`config.mk`:
```
export PLATFORM = sky130hd
export DESIGN_NAME = i2c_adc_single_read_master_core
export DESIGN_NICKNAME = d
export VERILOG_FILES = /design/src/i2cadc_pkg.sv /design/src/i2c_adc_single_read_master_core.sv
export SDC_FILE = /design/constraint.sdc
export NUM_CORES = 1
export LEC_CHECK = 0
export BUFFER_PORTS_ARGS = -buffer_cell sky130_fd_sc_hd__buf_2
export CORE_ASPECT_RATIO = 0.7
export CORE_MARGIN = 5
export CORE_UTILIZATION = 52
export DETAILED_ROUTE_END_ITERATION = 12
export PLACE_DENSITY = 0.82
export SYNTH_ARGS = -nofsm -noshare
export SYNTH_HDL_FRONTEND = slang
export SYNTH_SLANG_ARGS = --single-unit
```
`constraint.sdc`:
```
create_clock -name clk -period 5.51 [get_ports clk]
set_input_delay 0.2755 -clock clk [delete_from_list [all_inputs] [get_ports clk]]
set_output_delay 0.2755 -clock clk [all_outputs]
set_load 0.03 [all_outputs]
```
`src/i2cadc_pkg.sv`:
```
// Shared types and constants for the I2C converter read master.
// Used by the core, its port checker and the testbench; depends on nothing else.
package i2cadc_pkg;

	// Field widths
	localparam int unsigned ADDR_W   = 7;
	localparam int unsigned WORD_W   = 16;
	localparam int unsigned CHAN_W   = 2;
	localparam int unsigned NUM_CHAN = 4;
	localparam int unsigned BCNT_W   = 4;
	localparam int unsigned BIDX_W   = 3;

	// Stream payload widths, padded to whole bytes
	localparam int unsigned S_DATA_W = 8;
	localparam int unsigned M_DATA_W = 24;
	localparam int unsigned CFG_IDX_W = 3;

	// Configuration register indexes
	localparam logic [CFG_IDX_W-1:0] REG_DEV_ADDR = 3'd0;
	localparam logic [CFG_IDX_W-1:0] REG_CHAN0    = 3'd1;
	localparam logic [CFG_IDX_W-1:0] REG_CHAN1    = 3'd2;
	localparam logic [CFG_IDX_W-1:0] REG_CHAN2    = 3'd3;
	localparam logic [CFG_IDX_W-1:0] REG_CHAN3    = 3'd4;

	// Register reset values
	localparam logic [ADDR_W-1:0] DEV_ADDR_RST  = 7'd72;
	localparam logic [WORD_W-1:0] CHAN_WORD_RST = 16'd33155;

	// Converter register pointers
	localparam logic [7:0] PTR_CONV   = 8'h00;
	localparam logic [7:0] PTR_CONFIG = 8'h01;
	localparam logic [7:0] BYTE_IDLE  = 8'hFF;

	// Position within the byte sequence of one read
	localparam logic [BIDX_W-1:0] BYTE_CFG_ADDR = 3'd0;
	localparam logic [BIDX_W-1:0] BYTE_CFG_PTR  = 3'd1;
	localparam logic [BIDX_W-1:0] BYTE_CFG_HI   = 3'd2;
	localparam logic [BIDX_W-1:0] BYTE_CFG_LO   = 3'd3;
	localparam logic [BIDX_W-1:0] BYTE_RD_ADDR  = 3'd4;
	localparam logic [BIDX_W-1:0] BYTE_RD_PTR   = 3'd5;
	localparam logic [BIDX_W-1:0] BYTE_RD_RADDR = 3'd6;
	localparam logic [BIDX_W-1:0] BYTE_RD_DATA  = 3'd7;

	// Bit counter marks
	localparam logic [BCNT_W-1:0] BCNT_ZERO = 4'd0;
	localparam logic [BCNT_W-1:0] BCNT_NACK = 4'd1;
	localparam logic [BCNT_W-1:0] BCNT_BYTE = 4'd8;

	// Bit positions in the result tdata
	localparam int unsigned M_SCL    = 0;
	localparam int unsigned M_DRV    = 1;
	localparam int unsigned M_EN     = 2;
	localparam int unsigned M_BUSY   = 3;
	localparam int unsigned M_NACK   = 4;
	localparam int unsigned M_DONE   = 5;
	localparam int unsigned M_SMP_LO = 6;
	localparam int unsigned M_SMP_HI = 21;

	// One waveform segment per phase
	typedef enum logic [4:0] {
		PH_IDLE = 5'd0,
		PH_ST0  = 5'd1,
		PH_ST1  = 5'd2,
		PH_ST2  = 5'd3,
		PH_ST3  = 5'd4,
		PH_WB0  = 5'd5,
		PH_WB1  = 5'd6,
		PH_WB2  = 5'd7,
		PH_CK0  = 5'd8,
		PH_CK1  = 5'd9,
		PH_CK2  = 5'd10,
		PH_RB0  = 5'd11,
		PH_RB1  = 5'd12,
		PH_RB2  = 5'd13,
		PH_MA0  = 5'd14,
		PH_MA1  = 5'd15,
		PH_MA2  = 5'd16,
		PH_SP0  = 5'd17,
		PH_SP1  = 5'd18,
		PH_SP2  = 5'd19
	} phase_t;

endpackage

```
`src/i2c_adc_single_read_master_core.sv`:
```
// Core of the bit-level I2C master that reads one converter channel.
// Depends on i2cadc_pkg for phase codes, register indexes and widths.
//
// Usage:
//   Each transaction on the s_ stream is one waveform tick: a start request, the channel to
//   read and the SDA level sampled during that tick. For every accepted tick exactly one
//   transaction leaves on the m_ stream with the SCL/SDA levels to drive for that tick,
//   busy, nack and done flags and, with done, the signed 16-bit sample.
//   A request while idle writes the channel's config word to the converter, then reads the
//   conversion register; a slave NACK closes the transfer with a STOP and retries it.
//   The cfg_ channel writes the device address (index 0) and the four channel config words
//   (indexes 1 to 4); it is always ready and should be used only while the block is idle.
// Throughput:
//   An accepted tick's result is registered in the output register in the next cycle; one tick per
//   cycle sustained while m_tready is high, set by the single output register that both sides share.
// Reset:
//   arst_n clears the sequencer to idle, empties the output register and restores the
//   configuration registers to their default values.
// Stall:
//   While a result waits and m_tready is low, s_tready drops and the sequencer holds.

module i2c_adc_single_read_master_core (
	input  logic                                 clk,
	input  logic                                 arst_n,
	// Tick input
	input  logic                                 s_tvalid,
	output logic                                 s_tready,
	input  logic [i2cadc_pkg::S_DATA_W-1:0]      s_tdata,   // start_req, channel[1:0], sda_level, pad
	// Tick result
	output logic                                 m_tvalid,
	input  logic                                 m_tready,
	output logic [i2cadc_pkg::M_DATA_W-1:0]      m_tdata,   // scl_level, sda_drive, sda_enable,
	                                                        // busy_res, nack_seen, done_res,
	                                                        // sample[15:0], pad
	// Configuration writes
	input  logic                                 cfg_valid,
	output logic                                 cfg_ready,
	input  logic [i2cadc_pkg::CFG_IDX_W-1:0]     cfg_index,
	input  logic [i2cadc_pkg::WORD_W-1:0]        cfg_data
);

	// Configuration registers
	logic [i2cadc_pkg::ADDR_W-1:0] dev_addr_q;
	logic [i2cadc_pkg::WORD_W-1:0] chan_word_q [i2cadc_pkg::NUM_CHAN];

	// Sequencer state
	i2cadc_pkg::phase_t              phase_q, phase_d;
	logic [i2cadc_pkg::BCNT_W-1:0]   bit_count_q, bit_count_d;
	logic [i2cadc_pkg::BIDX_W-1:0]   byte_index_q, byte_index_d;
	logic [7:0]                      shift_byte_q, shift_byte_d;
	logic [i2cadc_pkg::WORD_W-1:0]   read_word_q, read_word_d;
	logic [i2cadc_pkg::CHAN_W-1:0]   held_channel_q, held_channel_d;

	// Output register
	logic                            m_tvalid_q;
	logic [i2cadc_pkg::M_DATA_W-1:0] m_tdata_q;

	// Unpacked input fields
	logic                            start_req;
	logic [i2cadc_pkg::CHAN_W-1:0]   channel;
	logic                            sda_level;
	logic                            s_fire;

	// Levels for the current tick
	logic                            scl_lvl;
	logic                            sda_drv;
	logic                            sda_en;
	logic                            busy;
	logic                            nack;
	logic                            done;
	logic [i2cadc_pkg::WORD_W-1:0]   smp;
	logic                            bitv;
	logic                            ackv;
	logic [i2cadc_pkg::WORD_W-1:0]   cur_word;
	logic [i2cadc_pkg::BIDX_W-1:0]   next_index;

	// Byte to send at a given position of the sequence
	function automatic logic [7:0] byte_for(
		input logic [i2cadc_pkg::BIDX_W-1:0] idx,
		input logic [i2cadc_pkg::ADDR_W-1:0] addr,
		input logic [i2cadc_pkg::WORD_W-1:0] word
	);
		logic [7:0] b;
		case (idx)
			i2cadc_pkg::BYTE_CFG_ADDR: b = {addr, 1'b0};
			i2cadc_pkg::BYTE_CFG_PTR:  b = i2cadc_pkg::PTR_CONFIG;
			i2cadc_pkg::BYTE_CFG_HI:   b = word[15:8];
			i2cadc_pkg::BYTE_CFG_LO:   b = word[7:0];
			i2cadc_pkg::BYTE_RD_ADDR:  b = {addr, 1'b0};
			i2cadc_pkg::BYTE_RD_PTR:   b = i2cadc_pkg::PTR_CONV;
			i2cadc_pkg::BYTE_RD_RADDR: b = {addr, 1'b1};
			default:                   b = i2cadc_pkg::BYTE_IDLE;
		endcase
		return b;
	endfunction

	assign start_req = s_tdata[0];
	assign channel   = s_tdata[2:1];
	assign sda_level = s_tdata[3];

	// Take a tick whenever the output register is free or being emptied
	assign s_tready  = !m_tvalid_q || m_tready;
	assign s_fire    = s_tvalid && s_tready;
	assign cfg_ready = 1'b1;
	assign m_tvalid  = m_tvalid_q;
	assign m_tdata   = m_tdata_q;

	assign bitv       = shift_byte_q[7];
	assign ackv       = (bit_count_q != i2cadc_pkg::BCNT_BYTE);
	assign cur_word   = chan_word_q[held_channel_q];
	assign next_index = byte_index_q + 3'd1;

	// Drive levels and flags for the tick in hand
	always_comb begin
		scl_lvl = 1'b1;
		sda_drv = 1'b1;
		sda_en  = 1'b0;
		busy    = 1'b1;
		nack    = 1'b0;
		done    = 1'b0;
		smp     = '0;
		case (phase_q)
			i2cadc_pkg::PH_IDLE: busy = 1'b0;
			i2cadc_pkg::PH_ST0: begin
				scl_lvl = 1'b0; sda_en = 1'b1;
			end
			i2cadc_pkg::PH_ST1: sda_en = 1'b1;
			i2cadc_pkg::PH_ST2: begin
				sda_drv = 1'b0; sda_en = 1'b1;
			end
			i2cadc_pkg::PH_ST3: begin
				scl_lvl = 1'b0; sda_drv = 1'b0; sda_en = 1'b1;
			end
			i2cadc_pkg::PH_WB0, i2cadc_pkg::PH_WB2: begin
				scl_lvl = 1'b0; sda_drv = bitv; sda_en = 1'b1;
			end
			i2cadc_pkg::PH_WB1: begin
				sda_drv = bitv; sda_en = 1'b1;
			end
			i2cadc_pkg::PH_CK0, i2cadc_pkg::PH_CK2,
			i2cadc_pkg::PH_RB0, i2cadc_pkg::PH_RB2: scl_lvl = 1'b0;
			i2cadc_pkg::PH_CK1: nack = sda_level;
			i2cadc_pkg::PH_RB1: scl_lvl = 1'b1;
			i2cadc_pkg::PH_MA0, i2cadc_pkg::PH_MA2: begin
				scl_lvl = 1'b0; sda_drv = ackv; sda_en = 1'b1;
			end
			i2cadc_pkg::PH_MA1: begin
				sda_drv = ackv; sda_en = 1'b1;
			end
			i2cadc_pkg::PH_SP0: begin
				scl_lvl = 1'b0; sda_drv = 1'b0; sda_en = 1'b1;
			end
			i2cadc_pkg::PH_SP1: begin
				sda_drv = 1'b0; sda_en = 1'b1;
			end
			i2cadc_pkg::PH_SP2: begin
				sda_en = 1'b1;
				if (byte_index_q == i2cadc_pkg::BYTE_RD_DATA) begin
					done = 1'b1;
					smp  = read_word_q;
				end
			end
			default: busy = 1'b0;
		endcase
	end

	// Advance the sequencer by one tick
	always_comb begin
		phase_d        = phase_q;
		bit_count_d    = bit_count_q;
		byte_index_d   = byte_index_q;
		shift_byte_d   = shift_byte_q;
		read_word_d    = read_word_q;
		held_channel_d = held_channel_q;
		case (phase_q)
			i2cadc_pkg::PH_IDLE: begin
				if (start_req) begin
					held_channel_d = channel;
					byte_index_d   = i2cadc_pkg::BYTE_CFG_ADDR;
					phase_d        = i2cadc_pkg::PH_ST0;
				end
			end
			i2cadc_pkg::PH_ST0: phase_d = i2cadc_pkg::PH_ST1;
			i2cadc_pkg::PH_ST1: phase_d = i2cadc_pkg::PH_ST2;
			i2cadc_pkg::PH_ST2: phase_d = i2cadc_pkg::PH_ST3;
			i2cadc_pkg::PH_ST3: begin
				shift_byte_d = byte_for(byte_index_q, dev_addr_q, cur_word);
				bit_count_d  = i2cadc_pkg::BCNT_ZERO;
				phase_d      = i2cadc_pkg::PH_WB0;
			end
			i2cadc_pkg::PH_WB0: phase_d = i2cadc_pkg::PH_WB1;
			i2cadc_pkg::PH_WB1: phase_d = i2cadc_pkg::PH_WB2;
			i2cadc_pkg::PH_WB2: begin
				shift_byte_d = {shift_byte_q[6:0], 1'b0};
				bit_count_d  = bit_count_q + 4'd1;
				phase_d      = (bit_count_d == i2cadc_pkg::BCNT_BYTE) ?
				               i2cadc_pkg::PH_CK0 : i2cadc_pkg::PH_WB0;
			end
			i2cadc_pkg::PH_CK0: phase_d = i2cadc_pkg::PH_CK1;
			i2cadc_pkg::PH_CK1: begin
				// NACK: mark it and rewind to the address byte of this transfer
				if (sda_level) begin
					bit_count_d  = i2cadc_pkg::BCNT_NACK;
					byte_index_d = (byte_index_q <= i2cadc_pkg::BYTE_CFG_LO) ?
					               i2cadc_pkg::BYTE_CFG_ADDR : i2cadc_pkg::BYTE_RD_ADDR;
				end else begin
					bit_count_d = i2cadc_pkg::BCNT_ZERO;
				end
				phase_d = i2cadc_pkg::PH_CK2;
			end
			i2cadc_pkg::PH_CK2: begin
				if (bit_count_q == i2cadc_pkg::BCNT_NACK) begin
					phase_d = i2cadc_pkg::PH_SP0;
				end else if (byte_index_q <= i2cadc_pkg::BYTE_CFG_HI ||
				             byte_index_q == i2cadc_pkg::BYTE_RD_ADDR) begin
					byte_index_d = next_index;
					shift_byte_d = byte_for(next_index, dev_addr_q, cur_word);
					bit_count_d  = i2cadc_pkg::BCNT_ZERO;
					phase_d      = i2cadc_pkg::PH_WB0;
				end else if (byte_index_q == i2cadc_pkg::BYTE_CFG_LO) begin
					byte_index_d = i2cadc_pkg::BYTE_RD_ADDR;
					phase_d      = i2cadc_pkg::PH_SP0;
				end else if (byte_index_q == i2cadc_pkg::BYTE_RD_PTR) begin
					// Repeated START before the read address
					byte_index_d = i2cadc_pkg::BYTE_RD_RADDR;
					phase_d      = i2cadc_pkg::PH_ST0;
				end else if (byte_index_q == i2cadc_pkg::BYTE_RD_RADDR) begin
					byte_index_d = i2cadc_pkg::BYTE_RD_DATA;
					bit_count_d  = i2cadc_pkg::BCNT_ZERO;
					phase_d      = i2cadc_pkg::PH_RB0;
				end else begin
					phase_d = i2cadc_pkg::PH_SP0;
				end
			end
			i2cadc_pkg::PH_RB0: phase_d = i2cadc_pkg::PH_RB1;
			i2cadc_pkg::PH_RB1: begin
				read_word_d = {read_word_q[i2cadc_pkg::WORD_W-2:0], sda_level};
				phase_d     = i2cadc_pkg::PH_RB2;
			end
			i2cadc_pkg::PH_RB2: begin
				bit_count_d = bit_count_q + 4'd1;
				phase_d     = (bit_count_d[2:0] == 3'd0) ?
				              i2cadc_pkg::PH_MA0 : i2cadc_pkg::PH_RB0;
			end
			i2cadc_pkg::PH_MA0: phase_d = i2cadc_pkg::PH_MA1;
			i2cadc_pkg::PH_MA1: phase_d = i2cadc_pkg::PH_MA2;
			i2cadc_pkg::PH_MA2: begin
				phase_d = (bit_count_q == i2cadc_pkg::BCNT_BYTE) ?
				          i2cadc_pkg::PH_RB0 : i2cadc_pkg::PH_SP0;
			end
			i2cadc_pkg::PH_SP0: phase_d = i2cadc_pkg::PH_SP1;
			i2cadc_pkg::PH_SP1: phase_d = i2cadc_pkg::PH_SP2;
			i2cadc_pkg::PH_SP2: begin
				if (byte_index_q == i2cadc_pkg::BYTE_RD_DATA) begin
					byte_index_d = i2cadc_pkg::BYTE_CFG_ADDR;
					phase_d      = i2cadc_pkg::PH_IDLE;
				end else begin
					phase_d = i2cadc_pkg::PH_ST0;
				end
			end
			default: phase_d = i2cadc_pkg::PH_IDLE;
		endcase
	end

	// Hold or advance the sequencer state on each accepted tick
	always_ff @(posedge clk or negedge arst_n) begin
		if (!arst_n) begin
			phase_q        <= i2cadc_pkg::PH_IDLE;
			bit_count_q    <= '0;
			byte_index_q   <= '0;
			shift_byte_q   <= '0;
			read_word_q    <= '0;
			held_channel_q <= '0;
		end else if (s_fire) begin
			phase_q        <= phase_d;
			bit_count_q    <= bit_count_d;
			byte_index_q   <= byte_index_d;
			shift_byte_q   <= shift_byte_d;
			read_word_q    <= read_word_d;
			held_channel_q <= held_channel_d;
		end
	end

	// Load the result register; drop valid once the transaction is taken
	always_ff @(posedge clk or negedge arst_n) begin
		if (!arst_n) begin
			m_tvalid_q <= 1'b0;
		end else if (s_fire) begin
			m_tvalid_q <= 1'b1;
		end else if (m_tready) begin
			m_tvalid_q <= 1'b0;
		end
	end

	always_ff @(posedge clk) begin
		if (s_fire) begin
			m_tdata_q <= {2'b00, smp, done, nack, busy, sda_en, sda_drv, scl_lvl};
		end
	end

	// Configuration register writes
	always_ff @(posedge clk or negedge arst_n) begin
		if (!arst_n) begin
			dev_addr_q     <= i2cadc_pkg::DEV_ADDR_RST;
			chan_word_q[0] <= i2cadc_pkg::CHAN_WORD_RST;
			chan_word_q[1] <= i2cadc_pkg::CHAN_WORD_RST;
			chan_word_q[2] <= i2cadc_pkg::CHAN_WORD_RST;
			chan_word_q[3] <= i2cadc_pkg::CHAN_WORD_RST;
		end else if (cfg_valid && cfg_ready) begin
			case (cfg_index)
				i2cadc_pkg::REG_DEV_ADDR: dev_addr_q     <= cfg_data[i2cadc_pkg::ADDR_W-1:0];
				i2cadc_pkg::REG_CHAN0:    chan_word_q[0] <= cfg_data;
				i2cadc_pkg::REG_CHAN1:    chan_word_q[1] <= cfg_data;
				i2cadc_pkg::REG_CHAN2:    chan_word_q[2] <= cfg_data;
				i2cadc_pkg::REG_CHAN3:    chan_word_q[3] <= cfg_data;
				default: ;
			endcase
		end
	end

endmodule

```
* Yosys cells after proc, flatten, opt, wreduce, memory -nomap -nowiden
Index checks and enable logic that the tools add are counted.
** Word-level totals
- Output and inout bits :: 27
- Register bits :: 132
- Logic and storage cells :: 148
- Bits of input ports :: 32
** Operators by class
- Bitwise gates (word level) :: 1
- Magnitude comparators :: 3
- Muxes and demuxes :: 43
- Add/subtract/negate cells :: 2
- Eq/ne operators :: 49
- Reductions and logical operators :: 34
** Operators by type and width (number)
- one-hot mux 5 bit (20 select lines) :: 1
- one-hot mux 8 bit (6 select lines) :: 2
- equality test 5 x 4 -> 1 bit (second input constant) :: 8
- two-way mux 5 bit :: 7
- binary-select mux 16 bit (select 2 bit) :: 1
- two-way mux 16 bit :: 2
- two-way mux 3 bit :: 10
- equality test 3 bit (second input constant) :: 8
- two-way mux 4 bit :: 6
- one-hot mux 8 bit (3 select lines) :: 1
- equality test 5 x 3 -> 1 bit (second input constant) :: 4
- equality test 5 bit (second input constant) :: 4
- OR reduction 19 bit :: 1
- equality test 3 x 2 -> 1 bit (second input constant) :: 6
- two-way mux 8 bit :: 2
- one-hot mux 4 bit (4 select lines) :: 1
- AND reduction 2 bit :: 8
- OR reduction 13 bit :: 1
- zero test 3 bit :: 4
- one-hot mux 3 bit (4 select lines) :: 1
- OR reduction 11 bit :: 1
- equality test 5 x 2 -> 1 bit (second input constant) :: 2
- != test 2 bit (second input constant) :: 5
- equality test 3 x 1 -> 1 bit (second input constant) :: 3
- 27 further kinds :: 43

* Depth between registers and ports, before layout
Gate-level depths: netlist of the first run.
- Depth after elaboration :: 8
- Mapped depth :: 9
- Mapped depth without buffers :: 7

* Least setup slack after synthesis of the first run
No wires, ideal clock.
- Kind :: flip-flop to flip-flop
- Start :: register byte_index_q[0] (netlist bit)
- End :: register bit_count_q[3] (netlist bit)
- Cell stages (with the launch flop) :: 9
- Setup time :: 0.081 ns
- Clock period less this slack :: 2.604 ns
- Data required time :: 5.429 ns
- Buffers on the path :: 1
- Arrival time :: 2.523 ns
- Setup slack :: 2.906 ns
- Path through :: dfrtp_1 -> ha_1 -> ha_1 -> buf_6 -> or3b_1 -> a211o_1 -> a221o_1 -> or4_1 -> o211ai_2
** On the way
- Cells in the longest elaborated chain, start to end :: 5
- Elaborated cells on any way between the ends :: 13
- Classes of those cells :: 1 x order compare; 7 x eq/ne; 3 x mux; 2 x reduce/logical
** RTL lines
- start, declared :: RTL line i2c_adc_single_read_master_core.sv:49 : logic [i2cadc_pkg::BIDX_W-1:0] byte_index_q, byte_index_d;
- start signal, assigned :: RTL line i2c_adc_single_read_master_core.sv:277 : byte_index_q <= byte_index_d;
- less-or-equal comparator 3 x 2 -> 1 bit or equality test 3 bit (tied branches) :: RTL line i2c_adc_single_read_master_core.sv:214, i2c_adc_single_read_master_core.sv:215
- logical OR 1 bit :: RTL line i2c_adc_single_read_master_core.sv:214 : end else if (byte_index_q <= i2cadc_pkg::BYTE_CFG_HI ||
- two-way mux 4 bit :: RTL line i2c_adc_single_read_master_core.sv:214
- two-way mux 4 bit :: RTL line i2c_adc_single_read_master_core.sv:212 : if (bit_count_q == i2cadc_pkg::BCNT_NACK) begin
- one-hot mux 4 bit (4 select lines) :: RTL line i2c_adc_single_read_master_core.sv:175 : case (phase_q)
- end signal, assigned :: RTL line i2c_adc_single_read_master_core.sv:276 : bit_count_q <= bit_count_d;
- end, declared :: RTL line i2c_adc_single_read_master_core.sv:48 : logic [i2cadc_pkg::BCNT_W-1:0] bit_count_q, bit_count_d;
Several ways; a longest one is shown, not always the timed one. The select of a mux whose other input is x is not followed.
A chain may end at the register's enable or synchronous reset.

* Worst setup path in the final report of the first run
Ends and elaborated chain as after synthesis.

==> out/qor.csv, run 1 <==
metric,value,unit
wl_per_cell,19.81,um
syn_to_final_growth,13.81,%
setup.worst_path.end_class,register,
routed_via_density,6.181,
p_leak,3.229,nW
cts_tree,built,
whs,0.08465,ns
hold_depth,2,
dieArea,15780,um^2
synthFlopType,dfrtp_1,
clkTransAtPathRegs,0.06,ns
setup_ws,2.480,ns
dp_hpwl,11020,um
max_cap_violations,0,
grt_util_met3,5.408,%
slew_headroom,24.19,%
grt_pass1_wl,26540,um
ioPinCount,59,
clk_latency,0.43,ns
max_freq,0.3300,GHz
ys_seq_area_share,49.64,%
r2r-start,byte_index_q[0],
cts_setup_buffers,0,
synth-edff-count,22,
synthCells,592,
cts-root-buf,clkbuf_16,
slew_violations,0,
track_usage,21.24,%
fin_area,7889,um^2
grt.overflow.total,0,
r2r.worst_path.cells,7,
regToRegSetupSlack,2.48,ns
grt-busiest-layer,met2,
drc,0,
cts_buffers,17,
yosysUniqueCellTypes,65,
post_cts_resize_count,0,
crit_slowest_cell,dfrtp_1,
routed_wl,16050,um
holdCritStartpoint,s_tdata[1],
arrival,3.37,ns
tightest_slew,1.131,ns
h-tree-depth,4,
pre_cts_slack,2.498,ns
num-nets-final,674,
initialDrtViolationCount,401,
hold_path.class,in -> reg,
worstSetupStartpointType,register,
synth.area.top_cells,"dfrtp_1 32%, mux2_2 17%, edfxtp_1 9.5%, dfstp_2 8.3%, mux4_2 2.6%",
coreArea,13090,um^2
dieWidth,148.0,um
critPathRequiredTime,5.85,ns
yosysWarnings,0,
antenna_found_initial,0,
drt_pass1_iterations,5,
vias,5007,
met2_usage,32.14,%
synth-seq-cells,132,
p_per_area,426.1,nW/um^2
post-route-min-period,3.030,ns
finalClockSkew,0.009449,ns
numPortBuffers,51,
final_cell_mix,"104 x mux2_2, 88 x dfrtp_1, 50 x buf_2",
hold_violations,0,
crit_path_frequent_cell,ha_1,
synth_top_cell_by_area,dfrtp_1,
core.rowCount,35,
placed_cells,777,
finalSetupViolCount,0,
min_period_over_period,55.00,%
nFillCells,1015,
slowest_delay,0.46,ns
async_flop_share,83.33,%
timing.rr.end,bit_count_q[3],
postPlaceCellArea,7308,um^2
status,"complete, no violations",
grt_max_degree,59,
cp_max_fo,17,
grt_pass1_vias,5099,
finalNonFillerCells,810,
drive_above_1_share,36.65,%
postLayoutCoreUtil,60.25,%
met1_usage,30.28,%
avgSynthCellArea,11.71,um^2
critical_path_class,reg -> reg,
crit_chain,"ha_1, ha_1, or3b_1, a211o_1, a221o_1, or4_1, o211ai_2",
clock_path_buffers,2,
globalplace.congestion,0.8968,
design_power_total,3.361,mW
hold_end,held_channel_q[0],
clock-sinks,132,
ant_nets,0,
synth.top_cell.area_share,31.77,%
initial_utilization,52.94,%
setup_tns,0,ns
synthesis.area,6932,um^2
die_h,106.6,um
rsz0062_at_grt,false,
diodes,0,
final_common_cell,mux2_2,
ir_worst_vdd,0.2464,mV
[synthesized netlist by cell type, drive strengths merged, types with 4 or more instances]
cell type	count
a211oi	7
a21oi	22
a22oi	16
a31oi	17
a41o	7
and2	21
and3b	4
buf	19
clkbuf	21
dfrtp	88
dfstp	22
edfxtp	22
ha	11
inv	12
mux2	104
mux4	8
nand2	30
nand2b	15
nand3	9
nand3b	4
nor2	24
nor2b	8
nor3	7
nor3b	6
o211ai	5
o21ai	21
o22ai	4
or3	4
or3b	4
[layer usage]
| layer | vias up | share of wire, % |
|---|---|---|
| met1 | 2517 | 45 |
| met4 | 0 | 1.5 |
| met3 | 25 | 7.3 |
| li1 | 2269 | - |
| met5 | - | 0 |
| met2 | 196 | 47 |
[power by group]
part           internal [mW]  switching, mW
clock network          0.632          0.462
registers               1.21          0.191
logic                  0.411          0.456
[worst max path at each step]
stage / startpoint / end / cells after the start
finish: byte_index_q[0] / bit_count_q[3] / 7
global route: byte_index_q[0] / bit_count_q[3] / 7
CTS: byte_index_q[0] / bit_count_q[3] / 7
detailed placement: byte_index_q[0] / bit_count_q[3] / 7
global placement: byte_index_q[0] / bit_count_q[3] / 7
floorplan: byte_index_q[0] / bit_count_q[3] / 8
[worst max-delay path: cells and delay by family (launching register included)]
kind	cells	cell delay, ns
flip-flops	1	0.46
adder cells (fa/ha/maj)	2	0.82
AO/OA/AOI/OAI	3	0.79
AND/OR/NAND/NOR	2	0.89
[registers in the layout, indices dropped and copies added (netlist names)]
name,cells
bit_count_q,4
chan_word_q,64
byte_index_q,3
read_word_q,16
phase_q,5
shift_byte_q,8
m_tvalid,1
held_channel_q,2
dev_addr_q,7
m_tdata,22
[repair_timing]
item                                   in CTS  in global routing
endpoints found under the hold margin      46                  0
setup endpoints to repair                   0                  0
hold buffers                                1                  0
[cell type report]
| type | instances | area (um^2) | area share (%) |
|---|---|---|---|
| Clock inverter | 15 | 145.1 | 1.840 |
| Timing Repair Buffer | 59 | 320.3 | 4.060 |
| Inverter | 13 | 48.80 | 0.6186 |
| Sequential cell | 132 | 3441 | 43.62 |
| Tap cell | 166 | 207.7 | 2.633 |
| Multi-Input combinational cell | 408 | 3301 | 41.84 |
| Clock buffer | 17 | 425.4 | 5.393 |
[logic make-up after synthesis]
kind of cell	Yosys count	synth area share, %
other cells	2	0.1083
buf+inv	53	3.303
simple gates	152	12.26
fa+ha+maj	12	2.130
compound gates	123	12.26
flops	132	49.64
mux	115	19.93
xor+xnor	3	0.3791
Note: power is estimated with default switching activity, not from simulation.
==> run 2: changes to the inputs <==
--- a/config.mk
+++ b/config.mk
@@ -5,6 +5,7 @@
 export SDC_FILE = /design/constraint.sdc
 export NUM_CORES = 1
 export LEC_CHECK = 0
+export ABC_AREA = 1
 export BUFFER_PORTS_ARGS = -buffer_cell sky130_fd_sc_hd__buf_2
 export CORE_ASPECT_RATIO = 0.7
 export CORE_MARGIN = 5
==> constraint.sdc (replaced) <==
create_clock -name clk -period 3 [get_ports clk]
set_input_delay 0.15 -clock clk [delete_from_list [all_inputs] [get_ports clk]]
set_output_delay 0.15 -clock clk [all_outputs]
set_load 0.03 [all_outputs]
==> out/qor.csv, run 2 <==
metric,value,unit
netlist_top_cells_count,"295 x nand2_1, 104 x nand3_1, 99 x o21ai_0, 88 x dfrtp_1, 72 x inv_1",
postLayoutCoreUtil,60.28,%
drt_pass1_iterations,7,
avgSynthCellArea,7.823,um^2
coreArea,13050,um^2
num-nets-final,972,
synth.most_common_cell,nand2_1,
drive_above_1_share,15.71,%
setup_tns,0,ns
worstSetupStartpointType,register,
synth-compound-area-share,8.837,%
ir_worst_vdd,0.3428,mV
hold_violations,0,
yosys.area_share.simple,31.53,%
finalSetupViolCount,0,
dieArea,15610,um^2
track_usage,21.77,%
synthFlopType,dfrtp_1,
setup_ws,0.5430,ns
synthMuxAreaShare,0,%
grt_max_degree,66,
grt.overflow.total,0,
p_per_area,756.9,nW/um^2
numPortBuffers,51,
core.rowCount,35,
dp_hpwl,11000,um
async_flop_share,83.33,%
clock-sinks,132,
top_register,chan_word_q,
synthXorXnorAreaFrac,0,%
synth.area.top_cells,"dfrtp_1 32%, nand2_1 16%, edfxtp_1 9.6%, dfstp_2 8.4%, nand3_1 7.6%",
slew_violations,0,
clkTransAtPathRegs,0.06,ns
max_cap_violations,0,
syn_to_final_growth,14.79,%
globalplace.congestion,0.9254,
placed_cells,1072,
rsz0062_at_grt,false,
critPathRequiredTime,3.36,ns
initialDrtViolationCount,599,
synth-seq-cells,132,
initial_utilization,52.51,%
largest_reg_flops,64,
tightest_slew,0.6095,ns
wl_per_cell,14.64,um
r2r.worst_path.cells,11,
synth.top_cell.area_share,32.13,%
cts_tree,built,
yosysUniqueCellTypes,34,
cts_buffers,17,
antenna_found_initial,0,
post_cts_resize_count,0,
setup.worst_path.end_class,register,
finalNonFillerCells,1108,
nFillCells,1193,
drc,0,
ioPinCount,59,
design_power_total,5.954,mW
post-route-min-period,2.457,ns
cts_setup_buffers,0,
synth-edff-count,22,
dieWidth,147.2,um
diodes,0,
min_period_over_period,81.90,%
die_h,106.0,um
yosysWarnings,0,
clock_path_buffers,2,
critical_path_class,reg -> reg,
routed_via_density,5.366,
synth_top_cell_by_area,dfrtp_1,
arrival,2.82,ns
slew_headroom,59.37,%
seqCellArea,3441,um^2
max_freq,0.4070,GHz
pre_cts_slack,0.6605,ns
fin_area,7866,um^2
clk_latency,0.43,ns
whs,0.01219,ns
h-tree-depth,4,
ant_nets,0,
hold_depth,3,
vias,5946,
cp_max_fo,9,
p_leak,3.805,nW
synth_fa_ha_area_share,2.008,%
synthCells,876,
status,"complete, no violations",
final_common_cell,nand2_1,
multiInputGateArea,2915,um^2
ys_seq_area_share,50.21,%
cts-root-buf,clkbuf_16,
grt_pass1_wl,27590,um
final_cell_mix,"295 x nand2_1, 104 x nand3_1, 99 x o21ai_0",
grt_pass1_vias,5659,
routed_wl,16220,um
hold_path.class,in -> reg,
finalClockSkew,0.005740,ns
synth_top_family_by_area,simple AND/OR/NAND/NOR gates,
postPlaceCellArea,7262,um^2
synthesis.area,6853,um^2
[run 2: cell types whose count changed in the layout (fill, tap and decap cells not counted), moves of 8 or more]
cell	delta
nand2_1	+265
mux2_2	-104
nand3_1	+95
o21ai_0	+78
inv_1	+60
nor2_1	+33
and2_1	-21
a31oi_1	-17
a22oi_1	-16
nand2b_1	-15
a21oi_1	-9
mux4_2	-8
nor2b_1	-8
[run 2: layer usage]
layer	part of all wire (%)	track usage, %
met5	0	0
met4	0.92	5.386
met3	7.5	5.241
met2	43	32.10
met1	48	32.43
[run 2: final cells by class]
cell class,instances,area share [%]
clock inverter,15,1.766
timing repair buffer,67,5.090
tap,166,2.640
inverter,84,4.295
clock buffer,17,5.408
multi-input combinational,627,37.06
sequential,132,43.74
[run 2: timing repair]
| action | in CTS | in global routing |
|---|---|---|
| hold buffers | 4 | 0 |
| setup endpoints to repair | 0 | 0 |
| hold endpoints to repair | 41 | 0 |
[run 2: kinds of logic after synthesis]
group / after synthesis
compound gates: 120
fa+ha+maj: 11
buf+inv: 118
flops: 132
other cells: 2
simple gates: 493
[run 2: where the power goes]
part           internal, mW  leakage [nW]  total, mW  switching [mW]
sequential             2.17          1.59       2.37           0.196
combinational         0.491          1.95       1.59            1.10
clock                  1.09         0.265       1.99           0.900
[run 2: final timing paths]
| check | end | from | slack [ns] |
|---|---|---|---|
| max reg2reg | shift_byte_q[4] | byte_index_q[0] | 0.54 |
| max | shift_byte_q[4] | byte_index_q[0] | 0.54 |
| min reg2reg | chan_word_q[19] | chan_word_q[19] | 0.48 |
| min | chan_word_q[24] | cfg_data[8] | 0.01 |
| min in group asynchronous | m_tvalid | arst_n | 0.28 |
| max in group asynchronous | dev_addr_q[3] | arst_n | 1.94 |
[run 2: worst max-delay path, cell delays in order, from the launching register on]
cell and delay (ns):
dfrtp_1 0.45, ha_1 0.27, ha_1 0.33, nand2_1 0.08, clkinv_1 0.25, nor2_1 0.55
a21oi_1 0.11, nand3_1 0.13, nand2_1 0.06, nand3_1 0.06, nand2_1 0.06, nand2_1 0.05
